--- src/rtl/dpq_pkg.sv ---
// dpq_pkg: shared constants, codes and types of the double-ended priority queue
// no dependencies; used by dpq_cell, double_ended_priority_queue, dpq_checker and tb_top
`default_nettype none
package dpq_pkg;

    localparam int DPQ_DEPTH = 128;

    typedef enum logic [1:0] {
        OP_INSERT     = 2'd0,
        OP_REMOVE_MAX = 2'd1,
        OP_REMOVE_MIN = 2'd2,
        OP_SPARE      = 2'd3
    } op_t;

    typedef enum logic [1:0] {
        ST_INSERTED = 2'd0,
        ST_REMOVED  = 2'd1,
        ST_EMPTY    = 2'd2,
        ST_FULL     = 2'd3
    } status_t;

    typedef enum logic [1:0] {
        CELL_HOLD,
        CELL_INSERT,
        CELL_ROTATE,
        CELL_DROP
    } cell_mode_t;

    typedef struct packed {
        cell_mode_t  mode;
        logic [31:0] value;
        logic [31:0] priority_;
    } cell_ctrl_t;

    typedef enum logic [1:0] {
        FSM_IDLE,
        FSM_SCAN,
        FSM_DROP,
        FSM_DONE
    } fsm_t;

endpackage
`default_nettype wire

--- src/rtl/dpq_cell.sv ---
// dpq_cell: one storage cell of the queue chain
// depends on dpq_pkg for the cell control struct
`default_nettype none
module dpq_cell (
    input  wire logic               clk,
    input  wire logic               rst_n,
    input  wire dpq_pkg::cell_ctrl_t ctrl,
    input  wire logic               prev_valid,
    input  wire logic               next_valid,
    input  wire logic [31:0]        next_value,
    input  wire logic [31:0]        next_priority,
    input  wire logic [31:0]        head_value,
    input  wire logic [31:0]        head_priority,
    output logic                    valid,
    output logic [31:0]             value,
    output logic [31:0]             priority_
);
    logic        valid_reg, valid_next;
    logic [31:0] value_reg, value_next;
    logic [31:0] prio_reg, prio_next;
    logic        last;

    // last occupied cell of the chain wraps to the head
    assign last = valid_reg && !next_valid;

    always_comb
    begin
        valid_next = valid_reg;
        value_next = value_reg;
        prio_next  = prio_reg;
        unique case (ctrl.mode)
            dpq_pkg::CELL_INSERT:
            begin
                if (!valid_reg && prev_valid)
                begin
                    valid_next = 1'b1;
                    value_next = ctrl.value;
                    prio_next  = ctrl.priority_;
                end
            end
            dpq_pkg::CELL_ROTATE:
            begin
                if (valid_reg)
                begin
                    value_next = last ? head_value : next_value;
                    prio_next  = last ? head_priority : next_priority;
                end
            end
            dpq_pkg::CELL_DROP:
            begin
                if (last)
                begin
                    valid_next = 1'b0;
                end
                else if (valid_reg)
                begin
                    value_next = next_value;
                    prio_next  = next_priority;
                end
            end
            default:
            begin
            end
        endcase
    end

    // valid bit resets, payload does not
    always_ff @(posedge clk or negedge rst_n)
    begin
        if (!rst_n)
        begin
            valid_reg <= 1'b0;
        end
        else
        begin
            valid_reg <= valid_next;
        end
    end

    always_ff @(posedge clk)
    begin
        value_reg <= value_next;
        prio_reg  <= prio_next;
    end

    assign valid     = valid_reg;
    assign value     = value_reg;
    assign priority_ = prio_reg;
endmodule
`default_nettype wire

--- config.mk ---
export PLATFORM = sky130hd
export DESIGN_NAME = dpq_cell
export DESIGN_NICKNAME = d
export VERILOG_FILES = /design/src/rtl/dpq_pkg.sv /design/src/rtl/dpq_cell.sv
export SDC_FILE = /design/constraint.sdc
export NUM_CORES = 1
export LEC_CHECK = 0
export BUFFER_PORTS_ARGS = -buffer_cell sky130_fd_sc_hd__buf_4
export CAP_MARGIN = 20
export CORE_AREA = 2 2 103 105
export CTS_BUF_LIST = sky130_fd_sc_hd__clkbuf_8
export DETAILED_ROUTE_END_ITERATION = 16
export DIE_AREA = 0 0 105 107
export PLACE_DENSITY = 0.71
export SLEW_MARGIN = 20
export SYNTH_ARGS = -nofsm -noshare
export SYNTH_HDL_FRONTEND = slang
export SYNTH_SLANG_ARGS = --single-unit
--- constraint.sdc ---
create_clock -name clk -period 6.7 [get_ports clk]
set_input_delay 1.34 -clock clk [delete_from_list [all_inputs] [get_ports clk]]
set_output_delay 1.34 -clock clk [all_outputs]
set_load 0.03 [all_outputs]
==> metrics <==
status=finished, final reports clean; fill cell count=927; largest net degree at the start of global routing=70; critical path endpoint category=flip-flop; Rel. slew slack=47.60%; top cell type by total area after synthesis=edfxtp_1; largest cells by area after synthesis=edfxtp_1 58%, nand2_1 14%, a31oi_1 12%; # clock sinks=65; DRC violations left=0; setup ws final=3825 ps; Worst-path clk slew=60 ps; synthesized area per cell=9.273 sq um; # diodes=0; worst slew pin tran=785.9 ps; Core Region=10090 sq um; DR pass1 iterations=4; CP top delay family=buffers and inverters; Synth Instances=360; CP most frequent cell=buf_4; Die Wd=105 microns; cell count after placement=732; Clock Latency Late Sink=330 ps; placement row count=37; total global routing overflow=0; hold buffer count at cts=0; Total GRT Usage=18.38%; Post-CTS Setup Repair Bufs=0; DP Worst Slack=3455 ps; CTS resizes=0; routed wire length=10610 microns; antenna viol nets, final=0; leakage=2.487 nW; Area growth, synth to finish=63.46%; first-pass GRT wire length=16280 microns; clk buf depth=2; DR vias/cell=4.711; area post-placement=5305 sq um; fin. max-slew vios=0; syn nets=558; Tmin final=2875 ps; CTS Buf Count=9; hold crit path type=flip-flop to flip-flop; Die Y=107 microns; Hold Vio Cnt, Final=0; Hold Slack=664.8 ps; DR WL/cell=14.20 microns; final non-filler cell total=747; vias in the first global route=3431; CTS tree=yes; Finished Core Util=54.07%; Tot Pwr=1.089 mW; post-detail-place hpwl=8099 microns; worst path cell trace=buf_4, inv_1, o21ai_4, buf_4; clock skew=8.989 ps; Die ar.=11240 sq um; Peak VDD IR=119.0 uV; Critical Path AT=2830 ps; max_cap viols=0; routability cong.=0.8259; Pwr Density=199.6 nW/um^2; Required @ worst endpoint=6650 ps; ratio of cells with drive above 1 in the final layout=45.99%; boundary pin count=263; synthesized area=3338 sq um; Synth cell types=16; FF+latch count, synth=65; fmax=347.8 MHz; Synth Warn #=0; crit path max fanout=64; Largest stage delay, worst path=640 ps; slowest CP cell=buf_4; sequential area share after synthesis=58.32%; starting DRC count in detailed routing=211; vias after detailed routing=3519; crit path launch type=primary input; crit path buf inv count=3; H-tree level count=3; PortBufs=262; final setup vio count=0; root buffer cell=clkbuf_8; share of the synthesized area in the top cell type=57.57%; Crit Path Class=primary input to flip-flop; final instance area=5456 sq um; Total Nets Final=805; final critical-path share of the clock period=42.91%; Final TNS setup=0 ps; unrepaired setup endpoints after global routing=false; initial antenna violation count=0; Starting Density=33.08%
## cell type report
cell class              instances  area, sq um  area share [%]
repair buffers                265         1989           36.46
flip-flops and latches         65         1947           35.68
multi-input cells             264         1191           21.83
well taps                     136        170.2           3.119
clock buffers                   9        123.9           2.270
clock inverters                 6        27.53          0.5045
inverters                       2        7.507          0.1376
## kinds of logic (layout without fill, tap and decap cells)
kind of cell / count (synthesis) / in the layout / share of synthesized area, %
AO/OA/AOI/OAI: 68 / 68 / 12.59
buffers and inverters: 31 / 282 / 6.597
flip-flops: 65 / 65 / 58.32
AND/OR/NAND/NOR: 196 / 196 / 22.49
## worst paths after layout
kind / startpoint / end / slack [ps] / depth (start not counted)
hold / removal: valid / valid / 660 / 2
min in group asynchronous: rst_n / valid / 790 / 1
setup reg to reg: valid / priority_[27] / 4890 / 3
max in group asynchronous: rst_n / valid / 5830 / 1
setup / recovery: ctrl[65] / priority_[27] / 3820 / 4
hold reg to reg: valid / valid / 660 / 2
## where the power goes
group	internal, mW	switching (mW)	total (mW)	leakage, nW
combinational	0.144	0.176	0.320	1.79
sequential	0.496	0.0100	0.506	0.610
clock	0.127	0.136	0.263	0.0872
## per-layer routing
layer  global-route usage [%]  up-vias  part of all wire (%)  routed length (microns)
met4                    8.190        0                   2.7                      291
met1                    20.02     1568                    38                     4004
met3                    4.438       25                   7.5                      800
met2                    33.81      180                    52                     5510
met5                        0        -                     0                        0
li1                         -     1746                     -                        -
## cells in the mapped netlist
cell type / instances
nand2_1: 128
nor2_1: 65
a31oi_1: 64
edfxtp_1: 64
clkbuf_1: 11
buf_4: 6
buf_8: 6
buf_2: 5
o21ai_0: 3
inv_1: 2
a21oi_1: 1
buf_6: 1
dfrtp_1: 1
nand3_1: 1
nor3b_2: 1
or3b_1: 1
## worst register-to-register path, stage by stage (launching register included)
cell     delay, ps
dfrtp_1        430
o21ai_0        190
o21ai_4        150
buf_4          640
## layout by cell type, fill, tap and decap left out
| cell type | count |
|---|---|
| clkinv_2 | 4 |
| edfxtp_1 | 64 |
| dfrtp_1 | 1 |
| nand2_1 | 128 |
| a21oi_1 | 1 |
| inv_1 | 3 |
| clkbuf_8 | 9 |
| buf_4 | 265 |
| nand3_1 | 1 |
| nor2_1 | 65 |
| clkinv_1 | 1 |
| o21ai_4 | 1 |
| a31oi_1 | 64 |
| o21ai_0 | 2 |
| nor3b_4 | 1 |
| or3b_4 | 1 |
(Power assumes the default switching activity.)
